[src/rtl/assert_macros.svh]
// Assertion macros shared by the RTL.
`ifndef ASSERT_MACROS_SVH
`define ASSERT_MACROS_SVH

// Plain property, checked on every clock outside reset.
`define SSNR_ASSERT(lbl, prop, msg) \
  lbl: assert property (@(posedge clk_i) disable iff (!rst_ni) (prop)) else $error(msg);

// Same-cycle implication, checked on every clock outside reset.
`define SSNR_ASSERT_IMPL(lbl, ante, cons, msg) \
  lbl: assert property (@(posedge clk_i) disable iff (!rst_ni) (ante) |-> (cons)) \
    else $error(msg);

`endif

[src/rtl/ssnr_pkg.sv]
// Types, constants and the digit decoder for the seven-segment rectangle generator.
package ssnr_pkg;

  // floor(x * 52429 / 2^19) == x / 10 and floor(x * 52429 / 2^18) == x / 5 for 16-bit x
  localparam int unsigned DivRecip   = 52429;
  localparam int unsigned Div10Shift = 19;
  localparam int unsigned Div5Shift  = 18;
  // floor(ht * 205 / 2^11) == ht / 10 for ht < 1029
  localparam int unsigned StrokeRecip = 205;
  localparam int unsigned StrokeShift = 11;
  localparam int unsigned DwNum       = 11;
  localparam int unsigned Ten         = 10;

  localparam logic [6:0] SegPatterns [10] = '{
    7'h3F, 7'h06, 7'h5B, 7'h4F, 7'h66, 7'h6D, 7'h7D, 7'h07, 7'h7F, 7'h6F
  };

  typedef enum logic [2:0] {
    SEG_A = 3'd0,
    SEG_B = 3'd1,
    SEG_C = 3'd2,
    SEG_D = 3'd3,
    SEG_E = 3'd4,
    SEG_F = 3'd5,
    SEG_G = 3'd6
  } seg_e;

  typedef struct packed {
    logic [15:0] number_value;
    logic [11:0] center_x;
    logic [11:0] top_y;
    logic [9:0]  digit_height;
    logic        ink_in;
    logic        outline_in;
  } in_word_t;

  typedef struct packed {
    logic signed [13:0] rect_x;
    logic [12:0]        rect_y;
    logic [9:0]         rect_w;
    logic [9:0]         rect_h;
    logic               ink_out;
    logic               outline_out;
    logic               last_rect;
  } out_word_t;

  // per-number geometry handed from the front pipeline to the emitter
  typedef struct packed {
    logic signed [13:0] x0;
    logic [11:0]        top_y;
    logic [9:0]         step;
    logic [6:0]         t;
    logic [9:0]         dw2t;
    logic [9:0]         dwt;
    logic [8:0]         halft;
    logic [9:0]         htt;
    logic [8:0]         hmid;
    logic [8:0]         half;
    logic [2:0][6:0]    masks;
    logic [1:0]         ndig_m1;
    logic               ink;
    logic               outl;
  } geom_t;

  typedef struct packed {
    logic       busy;
    logic [6:0] rem;
  } emit_st_t;

  function automatic logic [6:0] seg_decode(input logic [3:0] d);
    logic [6:0] r;
    r = 7'h00;
    if (d < 4'(Ten)) begin
      r = SegPatterns[d];
    end
    return r;
  endfunction

endpackage

[src/rtl/ssnr_geom.sv]
// Four-stage pipeline: decimal digits, segment masks and digit geometry per number.
module ssnr_geom (
  input  logic              clk_i,
  input  logic              rst_ni,
  input  logic              in_valid_i,
  output logic              in_stall_o,
  input  ssnr_pkg::in_word_t in_word_i,
  output logic              geom_valid_o,
  input  logic              geom_take_i,
  output ssnr_pkg::geom_t   geom_o
);
  import ssnr_pkg::*;

  logic en1, en2, en3, en4;
  logic v1_q, v2_q, v3_q, v4_q;

  // stage 1
  logic [31:0] p1_q10;
  logic [17:0] p1_t;
  logic [13:0] p1_a;
  logic [1:0]  p1_ndig;
  logic [15:0] s1_value_q;
  logic [12:0] s1_q10_q;
  logic [6:0]  s1_t_q;
  logic [11:0] s1_a4_q;
  logic [9:0]  s1_ht_q;
  logic [11:0] s1_cx_q, s1_ty_q;
  logic        s1_ink_q, s1_outl_q;
  logic [1:0]  s1_ndig_q;

  // stage 2
  logic [27:0] p2_dw;
  logic [28:0] p2_q100;
  logic [15:0] p2_d0;
  logic [3:0]  s2_d0_q;
  logic [12:0] s2_q10_q;
  logic [9:0]  s2_q100_q;
  logic [9:0]  s2_dw_q;
  logic [6:0]  s2_t_q;
  logic [9:0]  s2_ht_q;
  logic [11:0] s2_cx_q, s2_ty_q;
  logic        s2_ink_q, s2_outl_q;
  logic [1:0]  s2_ndig_q;

  // stage 3
  logic [25:0] p3_q1000;
  logic [12:0] p3_d1;
  logic [8:0]  p3_half;
  logic [11:0] p3_dw_mul;
  logic [7:0]  p3_t_mul;
  logic [3:0]  s3_d0_q, s3_d1_q;
  logic [9:0]  s3_q100_q;
  logic [6:0]  s3_q1000_q;
  logic [11:0] s3_total_q;
  logic [9:0]  s3_step_q, s3_dw2t_q, s3_dwt_q, s3_htt_q;
  logic [8:0]  s3_halft_q, s3_hmid_q, s3_half_q;
  logic [6:0]  s3_t_q;
  logic [11:0] s3_cx_q, s3_ty_q;
  logic        s3_ink_q, s3_outl_q;
  logic [1:0]  s3_ndig_q;

  // stage 4
  logic [9:0]  p4_d2;
  logic [6:0]  p4_pat0, p4_pat1, p4_pat2;
  geom_t       p4_geom, s4_q;

  assign en4 = !v4_q || geom_take_i;
  assign en3 = !v3_q || en4;
  assign en2 = !v2_q || en3;
  assign en1 = !v1_q || en2;
  assign in_stall_o = !en1;

  always_ff @(posedge clk_i or negedge rst_ni) begin
    if (!rst_ni) begin
      v1_q <= 1'b0;
      v2_q <= 1'b0;
      v3_q <= 1'b0;
      v4_q <= 1'b0;
    end else begin
      if (en1) v1_q <= in_valid_i;
      if (en2) v2_q <= v1_q;
      if (en3) v3_q <= v2_q;
      if (en4) v4_q <= v3_q;
    end
  end

  assign p1_q10 = {16'd0, in_word_i.number_value} * 32'(DivRecip);
  assign p1_t   = {8'd0, in_word_i.digit_height} * 18'(StrokeRecip);
  assign p1_a   = {4'd0, in_word_i.digit_height} * 14'(DwNum);
  assign p1_ndig = (in_word_i.number_value >= 16'd100) ? 2'd2 :
                   (in_word_i.number_value >= 16'd10)  ? 2'd1 : 2'd0;

  always_ff @(posedge clk_i) begin
    if (en1) begin
      s1_value_q <= in_word_i.number_value;
      s1_q10_q   <= p1_q10[Div10Shift +: 13];
      s1_t_q     <= p1_t[StrokeShift +: 7];
      s1_a4_q    <= p1_a[13:2];
      s1_ht_q    <= in_word_i.digit_height;
      s1_cx_q    <= in_word_i.center_x;
      s1_ty_q    <= in_word_i.top_y;
      s1_ink_q   <= in_word_i.ink_in;
      s1_outl_q  <= in_word_i.outline_in;
      s1_ndig_q  <= p1_ndig;
    end
  end

  assign p2_dw   = {16'd0, s1_a4_q} * 28'(DivRecip);
  assign p2_q100 = {16'd0, s1_q10_q} * 29'(DivRecip);
  assign p2_d0   = s1_value_q - 16'({3'd0, s1_q10_q} * 16'(Ten));

  always_ff @(posedge clk_i) begin
    if (en2) begin
      s2_d0_q   <= p2_d0[3:0];
      s2_q10_q  <= s1_q10_q;
      s2_q100_q <= p2_q100[Div10Shift +: 10];
      s2_dw_q   <= p2_dw[Div5Shift +: 10];
      s2_t_q    <= s1_t_q;
      s2_ht_q   <= s1_ht_q;
      s2_cx_q   <= s1_cx_q;
      s2_ty_q   <= s1_ty_q;
      s2_ink_q  <= s1_ink_q;
      s2_outl_q <= s1_outl_q;
      s2_ndig_q <= s1_ndig_q;
    end
  end

  assign p3_q1000 = {16'd0, s2_q100_q} * 26'(DivRecip);
  assign p3_d1    = s2_q10_q - 13'({3'd0, s2_q100_q} * 13'(Ten));
  assign p3_half  = s2_ht_q[9:1];

  always_comb begin
    case (s2_ndig_q)
      2'd0: begin
        p3_dw_mul = {2'b0, s2_dw_q};
        p3_t_mul  = 8'd0;
      end
      2'd1: begin
        p3_dw_mul = {1'b0, s2_dw_q, 1'b0};
        p3_t_mul  = {1'b0, s2_t_q};
      end
      2'd2: begin
        p3_dw_mul = {2'b0, s2_dw_q} + {1'b0, s2_dw_q, 1'b0};
        p3_t_mul  = {s2_t_q, 1'b0};
      end
      default: begin
        p3_dw_mul = 12'd0;
        p3_t_mul  = 8'd0;
      end
    endcase
  end

  always_ff @(posedge clk_i) begin
    if (en3) begin
      s3_d0_q    <= s2_d0_q;
      s3_d1_q    <= p3_d1[3:0];
      s3_q100_q  <= s2_q100_q;
      s3_q1000_q <= p3_q1000[Div10Shift +: 7];
      s3_total_q <= p3_dw_mul + {4'd0, p3_t_mul};
      s3_step_q  <= s2_dw_q + {3'd0, s2_t_q};
      s3_dw2t_q  <= s2_dw_q - {2'd0, s2_t_q, 1'b0};
      s3_dwt_q   <= s2_dw_q - {3'd0, s2_t_q};
      s3_htt_q   <= s2_ht_q - {3'd0, s2_t_q};
      s3_halft_q <= p3_half - {2'd0, s2_t_q};
      s3_hmid_q  <= p3_half - {3'd0, s2_t_q[6:1]};
      s3_half_q  <= p3_half;
      s3_t_q     <= s2_t_q;
      s3_cx_q    <= s2_cx_q;
      s3_ty_q    <= s2_ty_q;
      s3_ink_q   <= s2_ink_q;
      s3_outl_q  <= s2_outl_q;
      s3_ndig_q  <= s2_ndig_q;
    end
  end

  assign p4_d2   = s3_q100_q - 10'({3'd0, s3_q1000_q} * 10'(Ten));
  assign p4_pat0 = seg_decode(s3_d0_q);
  assign p4_pat1 = seg_decode(s3_d1_q);
  assign p4_pat2 = seg_decode(p4_d2[3:0]);

  always_comb begin
    p4_geom.x0      = $signed({2'd0, s3_cx_q}) - $signed({3'd0, s3_total_q[11:1]});
    p4_geom.top_y   = s3_ty_q;
    p4_geom.step    = s3_step_q;
    p4_geom.t       = s3_t_q;
    p4_geom.dw2t    = s3_dw2t_q;
    p4_geom.dwt     = s3_dwt_q;
    p4_geom.halft   = s3_halft_q;
    p4_geom.htt     = s3_htt_q;
    p4_geom.hmid    = s3_hmid_q;
    p4_geom.half    = s3_half_q;
    p4_geom.ndig_m1 = s3_ndig_q;
    p4_geom.ink     = s3_ink_q;
    p4_geom.outl    = s3_outl_q;
    // left digit first
    case (s3_ndig_q)
      2'd0:    p4_geom.masks = {7'h00, 7'h00, p4_pat0};
      2'd1:    p4_geom.masks = {7'h00, p4_pat0, p4_pat1};
      2'd2:    p4_geom.masks = {p4_pat0, p4_pat1, p4_pat2};
      default: p4_geom.masks = {7'h00, 7'h00, p4_pat0};
    endcase
  end

  always_ff @(posedge clk_i) begin
    if (en4) s4_q <= p4_geom;
  end

  assign geom_valid_o = v4_q;
  assign geom_o       = s4_q;

endmodule

[src/rtl/ssnr_emit.sv]
// Segment walker: one rectangle word per cycle while out_stall_i is low, into a registered output.
module ssnr_emit (
  input  logic               clk_i,
  input  logic               rst_ni,
  input  logic               geom_valid_i,
  output logic               geom_take_o,
  input  ssnr_pkg::geom_t    geom_i,
  output logic               out_valid_o,
  input  logic               out_stall_i,
  output ssnr_pkg::out_word_t out_word_o,
  output ssnr_pkg::emit_st_t st_o
);
  import ssnr_pkg::*;

  geom_t       g_q;
  logic        busy_q;
  logic [1:0]  dig_q;
  logic [1:0]  dig_nxt;
  logic [6:0]  rem_q, rem_nxt;
  logic signed [13:0] cur_x_q;
  logic        out_valid_q;
  out_word_t   out_q, rect;

  logic   out_load, emit, seg_done, last_dig, item_done, take;
  seg_e   sel;
  logic [9:0] xoff, yoff;

  assign out_load  = !out_valid_q || !out_stall_i;
  assign emit      = busy_q && out_load;
  assign rem_nxt   = rem_q & (rem_q - 7'd1);
  assign seg_done  = (rem_nxt == 7'd0);
  assign last_dig  = (dig_q == g_q.ndig_m1);
  assign item_done = seg_done && last_dig;
  assign take      = geom_valid_i && (!busy_q || (emit && item_done));
  assign dig_nxt   = dig_q + 2'd1;

  always_comb begin
    sel = SEG_A;
    for (int i = 6; i >= 0; i--) begin
      if (rem_q[i]) sel = seg_e'(3'(i));
    end
  end

  always_comb begin
    rect.ink_out     = g_q.ink;
    rect.outline_out = g_q.outl;
    rect.last_rect   = item_done;
    case (sel)
      SEG_A: begin
        xoff = {3'd0, g_q.t}; yoff = 10'd0;
        rect.rect_w = g_q.dw2t; rect.rect_h = {3'd0, g_q.t};
      end
      SEG_B: begin
        xoff = g_q.dwt; yoff = {3'd0, g_q.t};
        rect.rect_w = {3'd0, g_q.t}; rect.rect_h = {1'b0, g_q.halft};
      end
      SEG_C: begin
        xoff = g_q.dwt; yoff = {1'b0, g_q.half};
        rect.rect_w = {3'd0, g_q.t}; rect.rect_h = {1'b0, g_q.halft};
      end
      SEG_D: begin
        xoff = {3'd0, g_q.t}; yoff = g_q.htt;
        rect.rect_w = g_q.dw2t; rect.rect_h = {3'd0, g_q.t};
      end
      SEG_E: begin
        xoff = 10'd0; yoff = {1'b0, g_q.half};
        rect.rect_w = {3'd0, g_q.t}; rect.rect_h = {1'b0, g_q.halft};
      end
      SEG_F: begin
        xoff = 10'd0; yoff = {3'd0, g_q.t};
        rect.rect_w = {3'd0, g_q.t}; rect.rect_h = {1'b0, g_q.halft};
      end
      SEG_G: begin
        xoff = {3'd0, g_q.t}; yoff = {1'b0, g_q.hmid};
        rect.rect_w = g_q.dw2t; rect.rect_h = {3'd0, g_q.t};
      end
      default: begin
        xoff = 10'd0; yoff = 10'd0;
        rect.rect_w = 10'd0; rect.rect_h = 10'd0;
      end
    endcase
    rect.rect_x = cur_x_q + $signed({4'd0, xoff});
    rect.rect_y = {1'b0, g_q.top_y} + {3'd0, yoff};
  end

  always_ff @(posedge clk_i or negedge rst_ni) begin
    if (!rst_ni) begin
      busy_q      <= 1'b0;
      dig_q       <= 2'd0;
      rem_q       <= 7'd0;
      out_valid_q <= 1'b0;
    end else begin
      if (out_load) out_valid_q <= emit;
      if (take) begin
        busy_q <= 1'b1;
        dig_q  <= 2'd0;
        rem_q  <= geom_i.masks[0];
      end else if (emit) begin
        if (item_done) begin
          busy_q <= 1'b0;
          rem_q  <= 7'd0;
        end else if (seg_done) begin
          dig_q <= dig_nxt;
          rem_q <= g_q.masks[dig_nxt];
        end else begin
          rem_q <= rem_nxt;
        end
      end
    end
  end

  always_ff @(posedge clk_i) begin
    if (take) begin
      g_q     <= geom_i;
      cur_x_q <= geom_i.x0;
    end else if (emit && seg_done) begin
      cur_x_q <= cur_x_q + $signed({4'd0, g_q.step});
    end
    if (emit) out_q <= rect;
  end

  assign geom_take_o = take;
  assign out_valid_o = out_valid_q;
  assign out_word_o  = out_q;
  assign st_o.busy   = busy_q;
  assign st_o.rem    = rem_q;

endmodule

[src/rtl/seven_segment_number_rects.sv]
// Top level: number to seven-segment rectangle words.
//
//   channel  direction  handshake                 word
//   in       input      in_valid_i / in_stall_o   in_word_t: number, position, height, flags
//   out      output     out_valid_o / out_stall_i out_word_t: one rectangle per lit segment
//
// An accepted number passes the four front stages and the walker's geometry register
// before its first word reaches the output register. One rectangle word per cycle while
// out_stall_i is low; a number gives 2 to 21 words, one per lit segment, from the single
// segment walker that feeds the output register. The next number's geometry is computed
// in the four-stage front pipeline meanwhile, so words of consecutive numbers follow
// without a gap. Reset clears all valid bits; a stall holds only the valid stages.
`include "assert_macros.svh"

module seven_segment_number_rects (
  input  logic                clk_i,
  input  logic                rst_ni,
  input  logic                in_valid_i,
  output logic                in_stall_o,
  input  ssnr_pkg::in_word_t  in_word_i,
  output logic                out_valid_o,
  input  logic                out_stall_i,
  output ssnr_pkg::out_word_t out_word_o
);
  import ssnr_pkg::*;

  logic     geom_valid, geom_take;
  geom_t    geom;
  emit_st_t st;

  ssnr_geom u_geom (
    .clk_i       (clk_i),
    .rst_ni      (rst_ni),
    .in_valid_i  (in_valid_i),
    .in_stall_o  (in_stall_o),
    .in_word_i   (in_word_i),
    .geom_valid_o(geom_valid),
    .geom_take_i (geom_take),
    .geom_o      (geom)
  );

  ssnr_emit u_emit (
    .clk_i       (clk_i),
    .rst_ni      (rst_ni),
    .geom_valid_i(geom_valid),
    .geom_take_o (geom_take),
    .geom_i      (geom),
    .out_valid_o (out_valid_o),
    .out_stall_i (out_stall_i),
    .out_word_o  (out_word_o),
    .st_o        (st)
  );

  `SSNR_ASSERT_IMPL(a_out_from_busy, $rose(out_valid_o), $past(st.busy), "word without walker")
  `SSNR_ASSERT_IMPL(a_busy_has_seg, st.busy, st.rem != 7'd0, "walker busy with empty mask")
  `SSNR_ASSERT(a_take_needs_valid, !geom_take || geom_valid, "geometry taken while empty")

endmodule
[config.mk]
export PLATFORM = sky130hd
export DESIGN_NAME = seven_segment_number_rects
export DESIGN_NICKNAME = d
export VERILOG_FILES = /design/src/rtl/ssnr_pkg.sv /design/src/rtl/ssnr_geom.sv /design/src/rtl/ssnr_emit.sv /design/src/rtl/seven_segment_number_rects.sv
export VERILOG_INCLUDE_DIRS = /design/src /design/src/rtl
export SDC_FILE = /design/constraint.sdc
export NUM_CORES = 1
export LEC_CHECK = 0
export BUFFER_PORTS_ARGS = -buffer_cell sky130_fd_sc_hd__buf_4
export CAP_MARGIN = 0
export CORE_MARGIN = 3
export CORE_UTILIZATION = 50
export DETAILED_ROUTE_END_ITERATION = 6
export PLACE_DENSITY = 0.76
export SLEW_MARGIN = 15
export SYNTH_ARGS = -nofsm -noshare
export SYNTH_HDL_FRONTEND = slang
export SYNTH_SLANG_ARGS = --single-unit
export TNS_END_PERCENT = 30
[constraint.sdc]
create_clock -name clk_i -period 7.1 [get_ports clk_i]
set_clock_uncertainty 0.2 [all_clocks]
set_input_delay 1.42 -clock clk_i [delete_from_list [all_inputs] [get_ports clk_i]]
set_output_delay 1.42 -clock clk_i [all_outputs]
set_load 0.03 [all_outputs]
==> results of run 1 <==
## state kept, by name, summed over array words and instances, names as in the netlist, 11 cells and up
signal             cells
u_emit.cur_x_q        14
u_geom.s2_ty_q        12
u_geom.s1_cx_q        12
u_geom.s3_cx_q        12
u_emit.g_q           110
u_geom.s1_q10_q       13
u_geom.s3_ty_q        12
u_geom.s1_a4_q        12
u_geom.s2_cx_q        12
u_geom.s1_ty_q        12
u_geom.geom_o        123
u_geom.s3_total_q     11
u_emit.out_word_o     49
## Yosys cell counts, types with 17 or more instances
master / count / area, µm²
inv_1: 638 / 2395
edfxtp_1: 570 / 17120
ha_1: 558 / 6982
fa_1: 237 / 4745
nand2_1: 181 / 679.4
a21oi_1: 113 / 565.5
nor2_1: 113 / 424.2
o21ai_0: 106 / 530.5
xnor2_1: 98 / 858.3
xor2_1: 60 / 525.5
a21o_1: 55 / 412.9
nor2b_1: 35 / 219.0
nand2b_1: 30 / 187.7
clkbuf_1: 25 / 93.84
nor3_1: 24 / 120.1
nand3_1: 23 / 115.1
nand4_1: 23 / 143.9
and2_1: 21 / 131.4
a22oi_1: 18 / 135.1
a211oi_1: 17 / 127.6
and3_1: 17 / 106.4
o21a_1: 17 / 127.6
## cell type report
type / instances / area [µm²]
fillers: 6289 / 33640
multi-input cells: 1956 / 18930
flip-flops and latches: 585 / 17490
inverters: 639 / 2404
clock buffers: 69 / 1493
well taps: 1030 / 1289
repair buffers: 126 / 945.9
clock inverters: 40 / 394.1
## power by group
group	switching [mW]	leakage (nW)	total [mW]	internal, mW
Combinational	5.89	12.9	10.3	4.40
Sequential	0.242	5.35	4.83	4.59
Clock	1.30	0.915	2.97	1.67
Total	7.43	19.2	18.1	10.7
## worst paths after layout
kind	slack, ns	depth (start not counted)	start	endpoint
max	0.68	20	in_word_i[43]	u_geom.s1_q10_q[10]$_DFFE_PN_
min	0.19	0	u_geom.geom_o[47]$_DFFE_PP_	u_emit.g_q[47]$_DFFE_PP_
max reg2reg	1.22	17	u_geom.s1_q10_q[5]$_DFFE_PN_	u_geom.s2_q100_q[6]$_DFFE_PP_
min reg2reg	0.19	0	u_geom.geom_o[47]$_DFFE_PP_	u_emit.g_q[47]$_DFFE_PP_
max in group asynchronous	6.06	1	rst_ni	u_emit.rem_q[6]$_DFFE_PN0P_
min in group asynchronous	0.45	1	rst_ni	u_geom.v1_q$_DFFE_PN0N_
## critical path, delay by kind of cell
family | cells | cell delay [ns]
buf+inv | 6 | 0.41
xor+xnor | 1 | 0.17
compound gates | 4 | 1.04
fa+ha+maj | 7 | 3.29
simple gates | 2 | 0.24
## logic make-up after synthesis
| family | Yosys count | share of synthesized area, % |
|---|---|---|
| adder cells (fa/ha/maj) | 797 | 30.16 |
| buffers and inverters | 673 | 6.572 |
| flip-flops | 585 | 44.91 |
| AND/OR/NAND/NOR | 511 | 6.302 |
| AO/OA/AOI/OAI | 480 | 8.242 |
| XOR/XNOR | 158 | 3.553 |
| multiplexers | 9 | 0.2570 |
| other | 1 | 0.009627 |
## per-layer routing
metal / global-route usage [%] / wire [µm]
met5: 0 / 0
met3: 2.614 / 3380
met2: 31.99 / 36790
met1: 26.59 / 34790
met4: 5.079 / 1918
## metrics by stage
stage	cell area (µm²)	setup slack (ns)
2_1_floorplan	38950	0.5062
3_3_place_gp	41060	0.1521
3_5_place_dp	41060	0.07457
4_1_cts	42940	0.6930
5_1_grt	42940	0.4163
6_report	42940	0.6758
==> flow_metrics.env, run 1 <==
export IMPL_p_leak_nw=19.16
export IMPL_postRouteAntennaNets=0
export IMPL_synth_edff_count=570
export IMPL_rows=101
export IMPL_routed_via_density=5.250
export IMPL_hold_path_class="reg -> reg"
export IMPL_antenna_found_initial=0
export IMPL_critPathSlowestCell="fa_1"
export IMPL_num_vias=23336
export IMPL_drive_gt1_share_pct=7.350
export IMPL_finalHoldViolCount=0
export IMPL_clk_pin_slew_ns=0.06
export IMPL_mappedNetlistNets=4065
export IMPL_routed_wl_mm=76.88
export IMPL_io_buffers=106
export IMPL_antenna_cells=0
export IMPL_outcome="complete, no violations"
export IMPL_cts_resized=0
export IMPL_path_class="in -> reg"
export IMPL_ys_ff_latch=585
export IMPL_die_x_um=285.1
export IMPL_cp_cell_sequence="buf_4 > inv_1 > ha_1 > inv_1 > fa_1 > inv_1 > fa_1 > fa_1 > fa_1 > inv_1 > fa_1 > inv_1 > ha_1 > nand4_1 > nor2_1 > a2bb2oi_1 > a21oi_1 > a2111oi_2 > a21oi_1 > xor2_1"
export IMPL_critPathMaxFanout=4
export IMPL_cp_arrival_ns=6.57
export IMPL_fin_nets=4217
export IMPL_drt_pre_antenna_iters=5
export IMPL_synth_async_reset_ratio_pct=2.564
export IMPL_synth_cell_types=83
export IMPL_tightest_slew_ns=1.111
export IMPL_cts_setup_buffers=0
export IMPL_period_minus_slack_ns=6.424
export IMPL_setup_viol=0
export IMPL_mostFrequentLayoutCell="inv_1"
export IMPL_cts_hold_buf=0
export IMPL_power_mw=18.09
export IMPL_dieArea_um2=81290
export IMPL_setup_tns_ns=0
export IMPL_max_vdd_ir_drop_v=0.0003510
export IMPL_numCtsBuffers=58
export IMPL_grt_pass1_vias=23687
export IMPL_cts_buffer_depth=3
export IMPL_wire_per_inst_um=17.30
export IMPL_power_density_nw_per_um2=421.3
export IMPL_timing_final_crit_share_pct=90.48
export IMPL_syn_to_final_growth_pct=10.25
export IMPL_ys_flop_type="edfxtp_1"
export IMPL_avgSynthCellArea_um2=12.12
export IMPL_worst_skew_pair_late_latency_ns=0.64
export IMPL_ios=108
export IMPL_postLayoutCoreUtil_pct=56.08
export IMPL_initial_utilization_pct=50.86
export IMPL_ys_warnings_count=0
export IMPL_overflow=0
export IMPL_yosysSeqAreaShare_pct=44.91
export IMPL_relSlewSlack_pct=25.91
export IMPL_cts_tree="yes"
export IMPL_cts_root_buffer="clkbuf_16"
export IMPL_layout_common_cells="636 x inv_1, 570 x edfxtp_1, 558 x ha_1"
export IMPL_grt_util_all_layers_pct=19.20
export IMPL_max_stage_delay_ns=0.55
export IMPL_cp_end_kind="flop"
export IMPL_max_clock_freq_mhz=155.7
export IMPL_rsz0062_at_grt="false"
export IMPL_htreeDepth=2
export IMPL_grt_max_degree=74
export IMPL_die_h_um=285.1
export IMPL_core_area_um2=76580
export IMPL_fin_cells=4445
export IMPL_cp_start_kind="input pin"
export IMPL_whs_ns=0.1876
export IMPL_routabilityCongestion=0.8822
export IMPL_grt_pass1_wl_mm=125.2
export IMPL_drc_errors=0
export IMPL_post_dp_hpwl_mm=60.65
export IMPL_dp_cells=4336
export IMPL_critPathRequiredTime_ns=7.24
export IMPL_syn_cell_area_um2=38950
export IMPL_synthCells=3214
export IMPL_drt_iter0_drc=1373
export IMPL_cap_viol_max_count=0
export IMPL_final_max_slew_viol_count=0
export IMPL_cts_sinks=585
Power figures use the tool's default switching activity.
==> run 2, diff against run 1 <==
RECOVER_POWER = 50   (was not set)
==> run 2 against run 1 <==
Against the previous run: the run now ends with capacitance limit, slew limit left; via count down 0.24%; highest routed layer is now met5; critical endpoint unchanged; register-to-register slack about the same; first-iteration DRC count rose by 0.15%; critical path type unchanged; largest cell class unchanged; flip-flop and latch count unchanged.
==> flow_metrics.env, run 2 (same netlist as run 1, synthesis figures left out) <==
export IMPL_outcome="finished with violations"
export IMPL_violations="capacitance limit, slew limit"
export IMPL_drc_errors=0
export IMPL_multi_input_area_um2=18900
export IMPL_critPathMaxFanout=7
export IMPL_routabilityCongestion=0.8822
export IMPL_fin_area_um2=42640
export IMPL_critPathRequiredTime_ns=7.24
export IMPL_die_x_um=285.1
export IMPL_die_h_um=285.1
export IMPL_max_vdd_ir_drop_v=0.0003510
export IMPL_cp_end_kind="flop"
export IMPL_cts_sinks=585
export IMPL_cts_hold_buf=0
export IMPL_syn_to_final_growth_pct=9.479
export IMPL_reg2regPathDepth=17
export IMPL_grt_pass1_vias=23687
export IMPL_hold_path_end="u_emit.g_q[47]$_DFFE_PP_"
export IMPL_initial_utilization_pct=50.86
export IMPL_final_max_slew_viol_count=87
export IMPL_largest_register_ffs=123
export IMPL_overflow=0
export IMPL_rows=101
export IMPL_path_class="in -> reg"
export IMPL_routed_wl_mm=76.99
export IMPL_cts_setup_buffers=0
export IMPL_cts_tree="yes"
export IMPL_htreeDepth=2
export IMPL_timing_final_crit_share_pct=92.79
export IMPL_reg2reg_to="u_geom.s2_q100_q[6]$_DFFE_PP_"
export IMPL_max_clock_freq_mhz=151.8
export IMPL_drt_iter0_drc=1375
export IMPL_clk_pin_slew_ns=0.06
export IMPL_io_buffers=106
export IMPL_fin_cells=4445
export IMPL_relSlewSlack_pct=-83.55
export IMPL_cts_resized=0
export IMPL_p_leak_nw=18.87
export IMPL_hold_depth=0
export IMPL_rsz0062_at_grt="false"
export IMPL_period_minus_slack_ns=6.588
export IMPL_setup_tns_ns=0
export IMPL_setup_viol=0
export IMPL_rrSetupSlack_ns=1.22
export IMPL_r2r_start="u_geom.s1_q10_q[5]$_DFFE_PN_"
export IMPL_whs_ns=0.1878
export IMPL_hold_start="u_geom.geom_o[47]$_DFFE_PP_"
export IMPL_dp_cells=4336
export IMPL_grt_util_all_layers_pct=19.20
export IMPL_cp_arrival_ns=6.73
export IMPL_power_mw=17.98
export IMPL_post_dp_hpwl_mm=60.65
export IMPL_worst_skew_pair_late_latency_ns=0.64
export IMPL_placed_area_um2=41060
export IMPL_cts_root_buffer="clkbuf_16"
export IMPL_cp_start_kind="input pin"
export IMPL_postLayoutCoreUtil_pct=55.69
export IMPL_antenna_found_initial=1
export IMPL_regArea_um2=17490
export IMPL_antenna_cells=0
export IMPL_core_area_um2=76580
export IMPL_routed_via_density=5.238
export IMPL_finalHoldViolCount=0
export IMPL_grt_max_degree=74
export IMPL_cap_viol_max_count=2
export IMPL_power_density_nw_per_um2=421.7
export IMPL_drt_pre_antenna_iters=7
export IMPL_tightest_slew_ns=2.753
export IMPL_fillers=6378
export IMPL_numCtsBuffers=58
export IMPL_hold_path_class="reg -> reg"
export IMPL_grt_pass1_wl_mm=125.2
export IMPL_num_vias=23281
export IMPL_dieArea_um2=81290
export IMPL_fin_nets=4217
export IMPL_postRouteAntennaNets=0
export IMPL_cts_buffer_depth=3
export IMPL_fin_ws_ns=0.5119
export IMPL_layout_common_cells="636 x inv_1, 570 x edfxtp_1, 558 x ha_1"
export IMPL_wire_per_inst_um=17.32
export IMPL_critPathLaunch="in_word_i[38]"
export IMPL_mostFrequentLayoutCell="inv_1"
export IMPL_drive_gt1_share_pct=5.124
export IMPL_ios=108
export IMPL_place_ws_ns=0.07457
run 2: changes by cell type in the layout (fill, tap and decap cells not counted), moves of 4 or more:
cell and delta:
and2_1 -4, and2_0 +4, clkbuf_1 +71, buf_4 -95, clkbuf_4 +24
run 2: where the power goes:
part           internal, mW  leakage [nW]  switching [mW]
Clock                  1.67         0.915            1.30
Combinational          4.29          12.6            5.88
Sequential             4.59          5.35           0.242
run 2: cell type report:
class                   instances  share of cell area, %
clock inverters                40                 0.9242
inverters                     639                  5.633
well taps                    1030                  3.022
clock buffers                  69                  3.500
multi-input cells            1956                  44.31
flip-flops and latches        585                  41.02
repair buffers                126                  1.593
run 2: how the worst max path moves through the flow:
stage | slack (ns) | end | cells past startpoint
final | 0.51 | u_geom.s1_q10_q[10]$_DFFE_PN_ | 20
after global routing | 0.24 | u_geom.s1_q10_q[10]$_DFFE_PN_ | 20
after CTS | 0.69 | u_geom.s1_q10_q[10]$_DFFE_PN_ | 20
after detailed placement | 0.07 | u_geom.s1_q10_q[10]$_DFFE_PN_ | 20
after global placement | 0.15 | u_geom.s1_q10_q[10]$_DFFE_PN_ | 20
after floorplan | 0.51 | u_geom.s1_q10_q[5]$_DFFE_PN_ | 20
run 2: per-layer routing:
| layer | wire (µm) | GRT usage [%] | vias up | share of wire, % |
|---|---|---|---|---|
| met5 | 20 | 0 | - | 0.026 |
| met4 | 1835 | 5.079 | 2 | 2.4 |
| met3 | 3221 | 2.614 | 123 | 4.2 |
| met2 | 36860 | 31.99 | 481 | 48 |
| met1 | 35050 | 26.59 | 11305 | 46 |
| li1 | - | - | 11370 | - |
run 2: critical path, stage by stage:
cell and delay, ns:
clkbuf_1 0.27, inv_1 0.14, ha_1 0.32, inv_1 0.06, fa_1 0.51, inv_1 0.06, fa_1 0.51, fa_1 0.52
fa_1 0.54, inv_1 0.05, fa_1 0.52, inv_1 0.04, ha_1 0.32, nand4_1 0.17, nor2_1 0.07, a2bb2oi_1 0.25
a21oi_1 0.13, a2111oi_2 0.50, a21oi_1 0.16, xor2_1 0.17
